$ cat config.mk
export PLATFORM = sky130hd
export DESIGN_NAME = proxy_v2_header_parser_top_flat
export DESIGN_NICKNAME = d
export VERILOG_FILES = /design/src/rtl/phv2_pkg.sv /design/src/rtl/phv2_if.sv /design/src/rtl/phv2_capture.sv /design/src/rtl/phv2_parser.sv /design/src/rtl/proxy_v2_header_parser_top.sv /design/src/flat_wrapper.sv
export SDC_FILE = /design/constraint.sdc
export NUM_CORES = 1
export LEC_CHECK = 0
export BUFFER_PORTS_ARGS = -buffer_cell sky130_fd_sc_hd__clkbuf_2
export CAP_MARGIN = 20
export CORE_ASPECT_RATIO = 1.1
export CORE_MARGIN = 2
export CORE_UTILIZATION = 54
export DETAILED_ROUTE_END_ITERATION = 12
export PLACE_DENSITY = 0.77
export SLEW_MARGIN = 20
export SYNTH_ARGS = -nofsm -noshare
export SYNTH_HDL_FRONTEND = slang
export SYNTH_SLANG_ARGS = --single-unit
export TNS_END_PERCENT = 1
$ cat constraint.sdc
create_clock -name clk_i -period 12.5 [get_ports clk_i]
set_input_delay 1.875 -clock clk_i [delete_from_list [all_inputs] [get_ports clk_i]]
set_output_delay 1.875 -clock clk_i [all_outputs]
set_load 0.02 [all_outputs]
$ cat src/rtl/phv2_pkg.sv
// Package for the PROXY v2 header parser: result types, status and family
// codes, and fixed sizes of the header layout. No dependencies.
package phv2_pkg;

  localparam int unsigned CAPTURE_DEPTH = 36;
  localparam int unsigned CAP_IDX_W     = $clog2(CAPTURE_DEPTH);
  localparam int unsigned LEN_W         = 16;

  localparam logic [3:0]       VERSION_2     = 4'h2;
  localparam logic [3:0]       MAX_FAMILY    = 4'h3;
  localparam logic [3:0]       MAX_TRANSPORT = 4'h2;
  localparam logic             CMD_PROXY     = 1'b1;
  localparam logic [LEN_W-1:0] INET_MIN_LEN  = 16'd12;
  localparam logic [LEN_W-1:0] INET6_MIN_LEN = 16'd36;

  typedef enum logic [2:0] {
    ST_OK,
    ST_BAD_VERSION,
    ST_BAD_COMMAND,
    ST_BAD_FAMILY,
    ST_BAD_PROTOCOL
  } status_e;

  typedef enum logic [1:0] {
    FAM_UNSPEC,
    FAM_INET,
    FAM_INET6,
    FAM_UNIX
  } family_e;

  typedef logic [CAPTURE_DEPTH-1:0][7:0] cap_arr_t;

  typedef struct packed {
    logic                 en;
    logic [CAP_IDX_W-1:0] idx;
    logic [7:0]           data;
  } cap_wr_t;

  typedef struct packed {
    status_e          status;
    logic             command_proxy;
    logic [1:0]       address_family;
    logic [1:0]       transport;
    logic             addresses_valid;
    logic [63:0]      source_high;
    logic [63:0]      source_low;
    logic [63:0]      dest_high;
    logic [63:0]      dest_low;
    logic [15:0]      source_port;
    logic [15:0]      dest_port;
    logic [LEN_W-1:0] extra_bytes;
  } res_t;

endpackage

$ cat src/rtl/phv2_if.sv
// Valid/ready channel interfaces for the PROXY v2 header parser: the byte
// stream in and the parsed result out. No dependencies.
interface phv2_in_if;
  logic       valid;
  logic       ready;
  logic [7:0] data_byte;

  modport source (output valid, output data_byte, input ready);
  modport sink   (input valid, input data_byte, output ready);
endinterface

interface phv2_out_if;
  logic        valid;
  logic        ready;
  logic [2:0]  status;
  logic        command_proxy;
  logic [1:0]  address_family;
  logic [1:0]  transport;
  logic        addresses_valid;
  logic [63:0] source_high;
  logic [63:0] source_low;
  logic [63:0] dest_high;
  logic [63:0] dest_low;
  logic [15:0] source_port;
  logic [15:0] dest_port;
  logic [15:0] extra_bytes;

  modport source (
    output valid, output status, output command_proxy, output address_family,
    output transport, output addresses_valid, output source_high, output source_low,
    output dest_high, output dest_low, output source_port, output dest_port,
    output extra_bytes, input ready
  );
  modport sink (
    input valid, input status, input command_proxy, input address_family,
    input transport, input addresses_valid, input source_high, input source_low,
    input dest_high, input dest_low, input source_port, input dest_port,
    input extra_bytes, output ready
  );
endinterface

$ cat src/rtl/phv2_capture.sv
// Store for the first extra bytes of a header, one register per byte.
// Depends on phv2_pkg for the depth and the write struct.
module phv2_capture (
  input  logic               clk_i,
  input  phv2_pkg::cap_wr_t  wr_i,
  input  logic               commit_i,
  output phv2_pkg::cap_arr_t view_o
);
  import phv2_pkg::*;

  cap_arr_t cap_q;

  // The view already holds the byte being parsed, so a result on the last
  // captured byte sees it.
  always_comb begin
    view_o = cap_q;
    if (wr_i.en) begin
      view_o[wr_i.idx] = wr_i.data;
    end
  end

  always_ff @(posedge clk_i) begin
    if (commit_i && wr_i.en) begin
      cap_q[wr_i.idx] <= wr_i.data;
    end
  end

endmodule

$ cat src/rtl/phv2_parser.sv
// Header position tracking, nibble checks and result assembly for one byte.
// Depends on phv2_pkg; the capture store is read through its view port.
module phv2_parser #(
  parameter int unsigned PREFIX_LEN = 12
) (
  input  logic               clk_i,
  input  logic               rst_ni,
  input  logic [7:0]         byte_i,
  input  logic               advance_i,
  input  phv2_pkg::cap_arr_t cap_i,
  output phv2_pkg::cap_wr_t  cap_wr_o,
  output logic               res_valid_o,
  output phv2_pkg::res_t     res_o
);
  import phv2_pkg::*;

  localparam int unsigned POS_W = $clog2(PREFIX_LEN + 4 + (1 << LEN_W));

  logic [POS_W-1:0] pos_q, pos_d;
  logic [POS_W-1:0] p, k;
  logic             cmd_q, cmd_d;
  logic [1:0]       fam_q, fam_d;
  logic [1:0]       tr_q, tr_d;
  logic [LEN_W-1:0] len_q, len_d;
  logic [3:0]       hi, lo;
  logic             give_ok;
  logic             give_err;
  status_e          err_code;
  logic             v4_ok, v6_ok;
  res_t             ok_res;

  assign hi = byte_i[7:4];
  assign lo = byte_i[3:0];
  assign p  = pos_q - POS_W'(PREFIX_LEN);
  assign k  = p - POS_W'(4);

  always_comb begin
    pos_d    = pos_q + POS_W'(1);
    cmd_d    = cmd_q;
    fam_d    = fam_q;
    tr_d     = tr_q;
    len_d    = len_q;
    give_ok  = 1'b0;
    give_err = 1'b0;
    err_code = ST_OK;
    cap_wr_o = '{en: 1'b0, idx: k[CAP_IDX_W-1:0], data: byte_i};
    priority if (pos_q < POS_W'(PREFIX_LEN)) begin
      // Signature bytes are skipped unchecked.
    end else if (p == POS_W'(0)) begin
      if (hi != VERSION_2) begin
        give_err = 1'b1;
        err_code = ST_BAD_VERSION;
      end else if (lo[3:1] != 3'd0) begin
        give_err = 1'b1;
        err_code = ST_BAD_COMMAND;
      end else begin
        cmd_d = lo[0];
      end
    end else if (p == POS_W'(1)) begin
      if (hi > MAX_FAMILY) begin
        give_err = 1'b1;
        err_code = ST_BAD_FAMILY;
      end else if (lo > MAX_TRANSPORT) begin
        give_err = 1'b1;
        err_code = ST_BAD_PROTOCOL;
      end else begin
        fam_d = hi[1:0];
        tr_d  = lo[1:0];
      end
    end else if (p == POS_W'(2)) begin
      len_d = {byte_i, 8'h00};
    end else if (p == POS_W'(3)) begin
      len_d   = {len_q[15:8], byte_i};
      give_ok = (len_d == '0);
    end else begin
      cap_wr_o.en = (k < POS_W'(CAPTURE_DEPTH));
      give_ok     = ((k + POS_W'(1)) >= POS_W'(len_q));
    end
    if (give_ok || give_err) begin
      pos_d = '0;
    end
  end

  // Address block is reported only when the extra length covers it.
  assign v4_ok = (cmd_q == CMD_PROXY) && (fam_q == FAM_INET) && (len_d >= INET_MIN_LEN);
  assign v6_ok = (cmd_q == CMD_PROXY) && (fam_q == FAM_INET6) && (len_d >= INET6_MIN_LEN);

  always_comb begin
    ok_res                 = '0;
    ok_res.status          = ST_OK;
    ok_res.command_proxy   = cmd_q;
    ok_res.address_family  = fam_q;
    ok_res.transport       = tr_q;
    ok_res.extra_bytes     = len_d;
    ok_res.addresses_valid = v4_ok || v6_ok;
    if (v4_ok) begin
      ok_res.source_low  = {32'd0, cap_i[0], cap_i[1], cap_i[2], cap_i[3]};
      ok_res.dest_low    = {32'd0, cap_i[4], cap_i[5], cap_i[6], cap_i[7]};
      ok_res.source_port = {cap_i[8], cap_i[9]};
      ok_res.dest_port   = {cap_i[10], cap_i[11]};
    end else if (v6_ok) begin
      ok_res.source_high = {cap_i[0], cap_i[1], cap_i[2], cap_i[3],
                            cap_i[4], cap_i[5], cap_i[6], cap_i[7]};
      ok_res.source_low  = {cap_i[8], cap_i[9], cap_i[10], cap_i[11],
                            cap_i[12], cap_i[13], cap_i[14], cap_i[15]};
      ok_res.dest_high   = {cap_i[16], cap_i[17], cap_i[18], cap_i[19],
                            cap_i[20], cap_i[21], cap_i[22], cap_i[23]};
      ok_res.dest_low    = {cap_i[24], cap_i[25], cap_i[26], cap_i[27],
                            cap_i[28], cap_i[29], cap_i[30], cap_i[31]};
      ok_res.source_port = {cap_i[32], cap_i[33]};
      ok_res.dest_port   = {cap_i[34], cap_i[35]};
    end
  end

  always_comb begin
    res_valid_o = give_ok || give_err;
    if (give_err) begin
      res_o        = '0;
      res_o.status = err_code;
    end else begin
      res_o = ok_res;
    end
  end

  always_ff @(posedge clk_i or negedge rst_ni) begin
    if (!rst_ni) begin
      pos_q <= '0;
      cmd_q <= 1'b0;
      fam_q <= 2'd0;
      tr_q  <= 2'd0;
      len_q <= '0;
    end else if (advance_i) begin
      pos_q <= pos_d;
      cmd_q <= cmd_d;
      fam_q <= fam_d;
      tr_q  <= tr_d;
      len_q <= len_d;
    end
  end

endmodule

$ cat src/rtl/proxy_v2_header_parser_top.sv
// Top level of the PROXY v2 header parser: input byte register, parser,
// capture store and result register. Depends on phv2_pkg and phv2_if.
//
//   channel   dir  modport  payload
//   in_i      in   sink     data_byte (8)
//   out_o     out  source   status, header fields, addresses, ports, extra_bytes
//
// One byte is accepted every cycle unless a waiting result stalls it; the byte
// completing or failing the header passes the input and the result register.
// The input register feeds the parse logic, which writes the result register.
// Reset clears the header position, the held fields and both valid flags;
// the capture store is not reset and is only read after a header writes it.
// A stalled result holds only bytes that would produce a new result.
module proxy_v2_header_parser_top #(
  parameter int unsigned PREFIX_LEN = 12
) (
  input  logic  clk_i,
  input  logic  rst_ni,
  phv2_in_if.sink    in_i,
  phv2_out_if.source out_o
);
  import phv2_pkg::*;

  logic       in_vq;
  logic [7:0] in_byte_q;
  logic       out_vq;
  res_t       out_q;
  logic       go;
  logic       res_valid;
  res_t       res;
  cap_wr_t    cap_wr;
  cap_arr_t   cap_view;

  assign go         = in_vq && (!out_vq || out_o.ready || !res_valid);
  assign in_i.ready = !in_vq || go;

  always_ff @(posedge clk_i or negedge rst_ni) begin
    if (!rst_ni) begin
      in_vq <= 1'b0;
    end else if (in_i.ready) begin
      in_vq <= in_i.valid;
    end
  end

  always_ff @(posedge clk_i) begin
    if (in_i.ready && in_i.valid) begin
      in_byte_q <= in_i.data_byte;
    end
  end

  phv2_parser #(
    .PREFIX_LEN(PREFIX_LEN)
  ) u_parser (
    .clk_i      (clk_i),
    .rst_ni     (rst_ni),
    .byte_i     (in_byte_q),
    .advance_i  (go),
    .cap_i      (cap_view),
    .cap_wr_o   (cap_wr),
    .res_valid_o(res_valid),
    .res_o      (res)
  );

  phv2_capture u_capture (
    .clk_i   (clk_i),
    .wr_i    (cap_wr),
    .commit_i(go),
    .view_o  (cap_view)
  );

  always_ff @(posedge clk_i or negedge rst_ni) begin
    if (!rst_ni) begin
      out_vq <= 1'b0;
    end else if (go && res_valid) begin
      out_vq <= 1'b1;
    end else if (out_o.ready) begin
      out_vq <= 1'b0;
    end
  end

  always_ff @(posedge clk_i) begin
    if (go && res_valid) begin
      out_q <= res;
    end
  end

  assign out_o.valid           = out_vq;
  assign out_o.status          = out_q.status;
  assign out_o.command_proxy   = out_q.command_proxy;
  assign out_o.address_family  = out_q.address_family;
  assign out_o.transport       = out_q.transport;
  assign out_o.addresses_valid = out_q.addresses_valid;
  assign out_o.source_high     = out_q.source_high;
  assign out_o.source_low      = out_q.source_low;
  assign out_o.dest_high       = out_q.dest_high;
  assign out_o.dest_low        = out_q.dest_low;
  assign out_o.source_port     = out_q.source_port;
  assign out_o.dest_port       = out_q.dest_port;
  assign out_o.extra_bytes     = out_q.extra_bytes;

  // A new result never overwrites one that is still waiting.
  assert property (@(posedge clk_i) disable iff (!rst_ni)
    !(go && res_valid && out_vq && !out_o.ready))
    else $error("result register overwritten while stalled");

  // Error results carry nothing but the status code.
  assert property (@(posedge clk_i) disable iff (!rst_ni)
    (out_vq && out_q.status != ST_OK) |->
      (!out_q.addresses_valid && out_q.extra_bytes == '0 && !out_q.command_proxy))
    else $error("error result carries header fields");

  // Addresses come only with a proxy command on an IP family.
  assert property (@(posedge clk_i) disable iff (!rst_ni)
    (out_vq && out_q.addresses_valid) |->
      (out_q.command_proxy &&
       (out_q.address_family == FAM_INET || out_q.address_family == FAM_INET6)))
    else $error("addresses flagged without proxy command on an IP family");

  // IPv4 results leave the upper address words clear.
  assert property (@(posedge clk_i) disable iff (!rst_ni)
    (out_vq && out_q.address_family == FAM_INET) |->
      (out_q.source_high == '0 && out_q.dest_high == '0))
    else $error("IPv4 result has upper address bits set");

endmodule

$ cat src/flat_wrapper.sv
// flat-port wrapper written by rule: the top's interface ports become plain ports
module proxy_v2_header_parser_top_flat import phv2_pkg::*;
#(
  parameter int unsigned PREFIX_LEN = 12
)
  (clk_i, rst_ni, in_i_valid, in_i_data_byte, in_i_ready, out_o_valid, out_o_status, out_o_command_proxy, out_o_address_family, out_o_transport, out_o_addresses_valid, out_o_source_high, out_o_source_low, out_o_dest_high, out_o_dest_low, out_o_source_port, out_o_dest_port, out_o_extra_bytes, out_o_ready);
  phv2_in_if in_i_i ();
  phv2_out_if out_o_i ();
  input  logic clk_i;
  input  logic rst_ni;
  input wire logic [$bits(in_i_i.valid)-1:0] in_i_valid;
  input wire logic [$bits(in_i_i.data_byte)-1:0] in_i_data_byte;
  output wire logic [$bits(in_i_i.ready)-1:0] in_i_ready;
  output wire logic [$bits(out_o_i.valid)-1:0] out_o_valid;
  output wire logic [$bits(out_o_i.status)-1:0] out_o_status;
  output wire logic [$bits(out_o_i.command_proxy)-1:0] out_o_command_proxy;
  output wire logic [$bits(out_o_i.address_family)-1:0] out_o_address_family;
  output wire logic [$bits(out_o_i.transport)-1:0] out_o_transport;
  output wire logic [$bits(out_o_i.addresses_valid)-1:0] out_o_addresses_valid;
  output wire logic [$bits(out_o_i.source_high)-1:0] out_o_source_high;
  output wire logic [$bits(out_o_i.source_low)-1:0] out_o_source_low;
  output wire logic [$bits(out_o_i.dest_high)-1:0] out_o_dest_high;
  output wire logic [$bits(out_o_i.dest_low)-1:0] out_o_dest_low;
  output wire logic [$bits(out_o_i.source_port)-1:0] out_o_source_port;
  output wire logic [$bits(out_o_i.dest_port)-1:0] out_o_dest_port;
  output wire logic [$bits(out_o_i.extra_bytes)-1:0] out_o_extra_bytes;
  input wire logic [$bits(out_o_i.ready)-1:0] out_o_ready;
  assign in_i_i.valid = in_i_valid;
  assign in_i_i.data_byte = in_i_data_byte;
  assign in_i_ready = in_i_i.ready;
  assign out_o_valid = out_o_i.valid;
  assign out_o_status = out_o_i.status;
  assign out_o_command_proxy = out_o_i.command_proxy;
  assign out_o_address_family = out_o_i.address_family;
  assign out_o_transport = out_o_i.transport;
  assign out_o_addresses_valid = out_o_i.addresses_valid;
  assign out_o_source_high = out_o_i.source_high;
  assign out_o_source_low = out_o_i.source_low;
  assign out_o_dest_high = out_o_i.dest_high;
  assign out_o_dest_low = out_o_i.dest_low;
  assign out_o_source_port = out_o_i.source_port;
  assign out_o_dest_port = out_o_i.dest_port;
  assign out_o_extra_bytes = out_o_i.extra_bytes;
  assign out_o_i.ready = out_o_ready;
  proxy_v2_header_parser_top #(.PREFIX_LEN(PREFIX_LEN)) u_core (.clk_i(clk_i), .rst_ni(rst_ni), .in_i(in_i_i), .out_o(out_o_i));
endmodule
==> results of run 1 <==
[power by group]
part | switching [mW] | internal, mW | total [mW]
Clock | 0.853 | 1.20 | 2.05
Combinational | 2.12 | 0.736 | 2.85
Sequential | 0.313 | 3.30 | 3.62
[worst min path at each step]
| stage | startpoint | to |
|---|---|---|
| CTS | u_core.u_parser.tr_q[1]$_DFFE_PN0P_ | u_core.u_parser.tr_q[1]$_DFFE_PN0P_ |
| finish | u_core.u_parser.len_q[7]$_DFFE_PN0N_ | u_core.u_parser.len_q[7]$_DFFE_PN0N_ |
| global route | u_core.u_parser.tr_q[1]$_DFFE_PN0P_ | u_core.u_parser.tr_q[1]$_DFFE_PN0P_ |
| detailed placement | u_core.u_parser.tr_q[1]$_DFFE_PN0P_ | u_core.u_parser.tr_q[1]$_DFFE_PN0P_ |
| floorplan | u_core.u_parser.tr_q[0]$_DFFE_PN0P_ | u_core.u_parser.tr_q[0]$_DFFE_PN0P_ |
| global placement | u_core.u_parser.tr_q[0]$_DFFE_PN0P_ | u_core.u_parser.tr_q[0]$_DFFE_PN0P_ |
[worst max-delay path: stages, from the launching register on]
cell	delay, ns
dfrtp_1	0.81
ha_1	0.68
a21boi_0	0.45
mux2i_1	0.41
xnor2_1	0.28
o211ai_1	0.23
or2_2	0.37
nor4_1	0.43
and2_1	0.22
nor3b_1	0.24
xnor2_1	0.11
ha_1	0.31
nand3_1	0.09
nor3_1	0.20
a21oi_1	0.09
o211a_1	0.14
o311ai_0	0.10
o211a_2	0.65
nand3_1	0.24
clkbuf_2	0.21
[kinds of logic after synthesis]
logic type | Yosys count
adders and majority gates | 22
and+or+nand+nor | 757
AOI/OAI and AO/OA | 318
xor gates and xnor gates | 33
muxes | 410
DFF | 649
buffers and inverters | 202
[layer usage]
metal / GRT usage / up-vias / routed length (um) / part of all wire
met3: 0.0395 / 168 / 5570 / 0.069
met4: 0.119 / 0 / 3060 / 0.038
li1: - / 9427 / - / -
met5: 0 / - / 0 / 0
met1: 0.365 / 10600 / 33500 / 0.41
met2: 0.430 / 976 / 39100 / 0.48
[Yosys cell counts (8+ instances only)]
master	count
nand4_1	10
clkbuf_1	110
dfrtp_1	40
nor2_1	361
nor3_1	27
buf_2	36
mux2_2	298
or3_1	12
nand2_1	242
buf_1	14
o21ai_0	18
inv_1	35
mux2i_1	112
nor4_1	11
o32ai_1	56
o22ai_1	13
ha_1	22
and2_1	16
edfxtp_1	609
or2_2	8
o32ai_2	40
a21oi_1	124
a21o_1	8
nand3_1	31
xnor2_1	28
[final cells by class]
| class | instances | area [um2] | area share |
|---|---|---|---|
| clock inverter | 40 | 428 | 0.0121 |
| sequential | 649 | 19300 | 0.546 |
| multi-input combinational | 1540 | 10900 | 0.307 |
| antenna | 1 | 2.50 | 0.0000708 |
| tap | 752 | 941 | 0.0266 |
| clock buffer | 81 | 1800 | 0.0510 |
| timing repair buffer | 353 | 1910 | 0.0539 |
| inverter | 36 | 135 | 0.00382 |
[cell usage in the layout (no fill, tap or decap), types with 11 or more instances in the layout]
cell       synthesis  routed
a21oi_1          124     124
and2_1            16      14
buf_4              1      22
clkbuf_16          0      70
clkbuf_2           0     325
clkinv_1           1      15
dfrtp_1           40      40
edfxtp_1         609     609
ha_1              22      22
inv_1             35      35
mux2_2           298     298
mux2i_1          112     112
nand2_1          242     241
nand3_1           31      31
nor2_1           361     361
nor3_1            27      27
nor4_1            11      11
o21ai_0           18      18
o22ai_1           13      13
o32ai_1           56      56
o32ai_2           40      40
or3_1             12      12
xnor2_1           28      28
[flip-flops by register name (all words and copies together), names as in the netlist, 8 cells and up]
name                      cells
u_core.u_parser.len_q        16
u_core.out_o.dest_port       16
u_core.u_capture.cap_q      288
u_core.out_o.source_port     16
u_core.out_o.source_high     64
u_core.u_parser.pos_q        17
u_core.out_o.dest_low        64
u_core.out_o.dest_high       64
u_core.out_o.source_low      64
u_core.in_byte_q              8
u_core.out_o.extra_bytes     16
[stage by stage]
stage               instance area [um2]  setup slack, ns   util
floorplan                         31000           0.0718      -
global route                      35400             3.15  0.621
global placement                  33100             4.62  0.580
detailed placement                33100             4.41  0.580
CTS                               35300             3.75  0.619
finish                            35400             3.72  0.621
==> results.sh, run 1 <==
export IMPL_yosysWarnings=0
export IMPL_ir_drop_mv=0.280
export IMPL_core_um2=57000
export IMPL_hold_class="flop to flop"
export IMPL_fp_dieH_um=255
export IMPL_synth_area_leaders="edfxtp_1 (59%), mux2_2 (11%), nor2_1 (4.4%)"
export IMPL_cts_buffers=67
export IMPL_area_growth_pct=14.2
export IMPL_critical_path_required_ns=10.62
export IMPL_synth_cells=2391
export IMPL_layout_min_cycle_time_ns=8.78
export IMPL_fillCellCount=4221
export IMPL_gr_usage_all_layers=0.268
export IMPL_drt_pass1_iterations=5
export IMPL_synth_main_ff_cell="edfxtp_1"
export IMPL_rsz0062_at_grt="no"
export IMPL_setup_tns_ns=0
export IMPL_synth_seq_cells=649
export IMPL_async_flop_share=0.0616
export IMPL_finClkSkew_ns=0.0207
export IMPL_finalHoldViolations=0
export IMPL_synth_area_leader_cell="edfxtp_1"
export IMPL_r2r_slack_ns=4.39
export IMPL_fp_dieW_um=232
export IMPL_ctsHtreeMaxLevel=3
export IMPL_boundaryPins=327
export IMPL_synth_compound_area_frac=0.0823
export IMPL_finalCritPeriodShare=0.702
export IMPL_grt_overflow_total=0
export IMPL_startpoint="u_core.u_parser.pos_q[2]$_DFFE_PN0N_"
export IMPL_num_vias=21100
export IMPL_postCtsHoldBufs=0
export IMPL_total_power_mw=8.52
export IMPL_first_iter_violations=2169
export IMPL_netlist_area_leader_share=0.591
export IMPL_ys_types=75
export IMPL_cts_tree="built"
export IMPL_antenna_found_initial=2
export IMPL_synth_edf_count=609
export IMPL_end_kind="primary output"
export IMPL_drive_gt1_frac=0.300
export IMPL_max_clock_path_buffers=3
export IMPL_drv_slew=0
export IMPL_rows=92
export IMPL_clockRootBuffer="clkbuf_16"
export IMPL_routed_via_density=6.13
export IMPL_clkTransAtPathRegs_ns=0.06
export IMPL_nets=2681
export IMPL_worst_setup_path_start_kind="flop"
export IMPL_post_cts_repair_setup_buffers=0
export IMPL_critical_path_endpoint="in_i_ready"
export IMPL_powerDensity_nw_per_um2=241
export IMPL_reg2reg_depth=21
export IMPL_path_class="flop to primary output"
export IMPL_synthAdderAreaFrac=0.00889
export IMPL_routabilityCongestion=0.933
export IMPL_synth_top_family_by_area="multiplexers"
export IMPL_dp_hpwl_mm=49.8
export IMPL_worstMarginPinSlew_ns=1.13
export IMPL_yosysSeqAreaShare=0.623
export IMPL_synth_area_per_cell_um2=12.9
export IMPL_grt_pass1_vias=20500
export IMPL_clock_latency_ns=0.62
export IMPL_cts_sinks=649
export IMPL_synth_simple_area_share=0.104
export IMPL_cp_max_fo=24
export IMPL_start_util=0.543
export IMPL_r2r_end="u_core.u_capture.cap_q[60]$_DFFE_PP_"
export IMPL_cap_violations=0
export IMPL_grt_max_degree=200
export IMPL_grt_pass1_wl_mm=121
export IMPL_outcome="finished, final reports clean"
export IMPL_place_inst=3328
export IMPL_hold_path_cell_count=1
export IMPL_drc=0
export IMPL_syn_nets=2425
export IMPL_arrival_ns=6.90
export IMPL_syn_area_um2=31000
export IMPL_maxSlewHeadroom=0.246
export IMPL_io_buffers=326
export IMPL_postRouteAntennaNets=0
export IMPL_die_area_um2=59300
export IMPL_reg2reg_from="u_core.u_parser.pos_q[2]$_DFFE_PN0N_"
export IMPL_power_leakage_nw=12.6
export IMPL_wl_mm=81.2
export IMPL_synthMuxAreaShare=0.145
export IMPL_setup_viol=0
export IMPL_synth_xor_area_share=0.00934
export IMPL_post_cts_resized=0
export IMPL_fmax_mhz=114
export IMPL_wl_per_cell_um=23.5
export IMPL_fin_cells=3452
export IMPL_timing_hold_ws_ns=0.521
No activity file was read; power rests on OpenSTA's default activity.
==> run 2, diff against run 1 <==
Settings changed: CORE_UTILIZATION 54 to 59, PLACE_DENSITY 0.77 to 0.8.
Clock period 12.5 ns to 8.2 ns, I/O delays scaled along.
==> run 2 against run 1 <==
Net effect: design area grew 0.32%; die area fell by 8.3%; wire length about the same; total power is 55% higher; highest routed layer unchanged.
==> results.sh, run 2 (synthesized netlist as in run 1, its figures left out) <==
export IMPL_outcome="finished, final reports clean"
export IMPL_crit_family="simple AND/OR/NAND/NOR gates"
export IMPL_n_antenna_cell=0
export IMPL_start_util=0.593
export IMPL_setup_tns_ns=0
export IMPL_fmax_mhz=134
export IMPL_routabilityCongestion=0.886
export IMPL_p_comb_frac=0.341
export IMPL_cp_max_fo=23
export IMPL_worst_path_max_delay_cell="xnor2_1"
export IMPL_drc=0
export IMPL_cap_violations=0
export IMPL_dp_hpwl_mm=51.2
export IMPL_rsz0062_at_grt="no"
export IMPL_multi_input_area_um2=10900
export IMPL_grt_pass1_wl_mm=124
export IMPL_largest_register_ffs=288
export IMPL_postRouteAntennaNets=0
export IMPL_die_area_um2=54300
export IMPL_worstMarginPinSlew_ns=1.21
export IMPL_wl_mm=81.1
export IMPL_power_leakage_nw=12.7
export IMPL_fp_dieH_um=244
export IMPL_cts_tree="built"
export IMPL_power_frac_clock=0.244
export IMPL_grt_max_degree=162
export IMPL_drt_pass1_iterations=6
export IMPL_arrival_ns=6.25
export IMPL_cpPeakStageDelay_ns=0.55
export IMPL_routed_via_density=6.30
export IMPL_core_um2=52200
export IMPL_end_kind="primary output"
export IMPL_path_cells="buf_4 -> ha_1 -> nor4bb_1 -> a211oi_1 -> xnor2_1 -> o211ai_1 -> or2_2 -> nor4_1 -> and2_1 -> nor3b_1 -> xnor2_1 -> ha_1 -> nand3_1 -> nor3_1 -> a21oi_1 -> o211a_1 -> o311ai_0 -> o211a_2 -> buf_4 -> nand3_1 -> clkbuf_2"
export IMPL_power_switching_share=0.379
export IMPL_post_place_ws_ns=1.13
export IMPL_max_clock_path_buffers=3
export IMPL_setup_viol=0
export IMPL_finClkSkew_ns=0.0252
export IMPL_path_buf_inv=3
export IMPL_powerDensity_nw_per_um2=372
export IMPL_cts_sinks=649
export IMPL_ir_drop_mv=0.381
export IMPL_fp_dieW_um=222
export IMPL_fillCellCount=3660
export IMPL_final_cell_mix="edfxtp_1 (609), nor2_1 (361), clkbuf_2 (325)"
export IMPL_path_class="flop to primary output"
export IMPL_internal_power_mw=8.18
export IMPL_finalHoldViolations=0
export IMPL_critical_path_required_ns=6.97
export IMPL_rows=88
export IMPL_timing_hold_ws_ns=0.511
export IMPL_antenna_found_initial=1
export IMPL_postCtsHoldBufs=0
export IMPL_regMostFlops="u_core.u_capture.cap_q"
export IMPL_drive_gt1_frac=0.306
export IMPL_post_cts_repair_setup_buffers=0
export IMPL_cts_buffers=67
export IMPL_worst_slack_ns=0.725
export IMPL_hold_class="flop to flop"
export IMPL_ctsHtreeMaxLevel=3
export IMPL_first_iter_violations=2199
export IMPL_drv_slew=0
export IMPL_boundaryPins=327
export IMPL_grt_pass1_vias=21100
export IMPL_grt_overflow_total=0
export IMPL_clkTransAtPathRegs_ns=0.06
export IMPL_nets=2693
export IMPL_layout_min_cycle_time_ns=7.48
export IMPL_layout_commonest_cell="edfxtp_1"
export IMPL_seqCellArea_um2=19300
export IMPL_switchingPower_mw=5.00
export IMPL_clock_latency_ns=0.61
export IMPL_area_growth_pct=14.6
export IMPL_pwr_share_seq=0.415
export IMPL_gr_usage_all_layers=0.295
export IMPL_finalCritPeriodShare=0.912
export IMPL_maxSlewHeadroom=0.194
export IMPL_num_vias=21300
export IMPL_worst_setup_path_start_kind="flop"
export IMPL_wl_per_cell_um=24.0
export IMPL_clockRootBuffer="clkbuf_16"
export IMPL_io_buffers=326
==> run 2: changes by cell type in the layout (fill, tap and decap cells not counted), moves of 2 or more <==
cell	before	now
bufinv_16	8	11
clkbuf_1	10	7
clkinv_2	10	12
clkinvlp_4	3	5
buf_12	2	9
clkinv_1	15	12
buf_16	2	0
buf_4	22	31
==> run 2: through the flow <==
stage	power (mW)	area, um2	utilization	cells
after floorplan	8.36	31000	-	2391
after global placement	9.87	33200	0.635	3265
after detailed placement	9.98	33200	0.635	3265
after CTS	13.2	35500	0.679	3385
after global routing	13.7	35500	0.680	3385
final	13.2	35500	0.680	3385
==> run 2: power groups by stage <==
| stage | clock (mW) | sequential [mW] | combinational [mW] |
|---|---|---|---|
| after global routing | 3.37 | 5.53 | 4.79 |
| after detailed placement | 0 | 5.51 | 4.47 |
| after floorplan | 0 | 6.53 | 1.83 |
| final | 3.22 | 5.47 | 4.49 |
| after CTS | 3.25 | 5.47 | 4.50 |
| after global placement | 0 | 5.50 | 4.37 |
==> run 2: worst paths after layout <==
path | startpoint | end | slack, ns | depth (start not counted)
max | u_core.u_parser.pos_q[2]$_DFFE_PN0N_ | in_i_ready | 0.72 | 21
min | u_core.u_parser.tr_q[0]$_DFFE_PN0P_ | u_core.u_parser.tr_q[0]$_DFFE_PN0P_ | 0.51 | 1
max reg2reg | u_core.u_parser.pos_q[2]$_DFFE_PN0N_ | u_core.out_o.dest_low[37]$_SDFFCE_PP0P_ | 1.40 | 21
min reg2reg | u_core.u_parser.tr_q[0]$_DFFE_PN0P_ | u_core.u_parser.tr_q[0]$_DFFE_PN0P_ | 0.51 | 1
max in group asynchronous | rst_ni | u_core.u_parser.pos_q[3]$_DFFE_PN0N_ | 7.13 | 1
min in group asynchronous | rst_ni | u_core.u_parser.pos_q[14]$_DFFE_PN0N_ | 0.64 | 1
==> run 2: routing by layer <==
metal  track usage  wire (um)  share of wire
met5             0          0              0
met4         0.118       2780          0.034
met3        0.0512       5790          0.071
met2         0.471      39000           0.48
met1         0.406      33600           0.41
==> run 2: repair_timing <==
| item | 4_1_cts | 5_1_grt |
|---|---|---|
| gates resized for setup | 0 | 2 |
| setup endpoints to repair | 0 | 1 |
| hold endpoints to repair | 0 | 0 |
==> run 2: cell type report <==
type | instances | share of cell area
flip-flops and latches | 649 | 0.544
well taps | 675 | 0.0238
multi-input cells | 1540 | 0.306
clock buffers | 79 | 0.0512
clock inverters | 41 | 0.0137
inverters | 36 | 0.00381
repair buffers | 365 | 0.0575
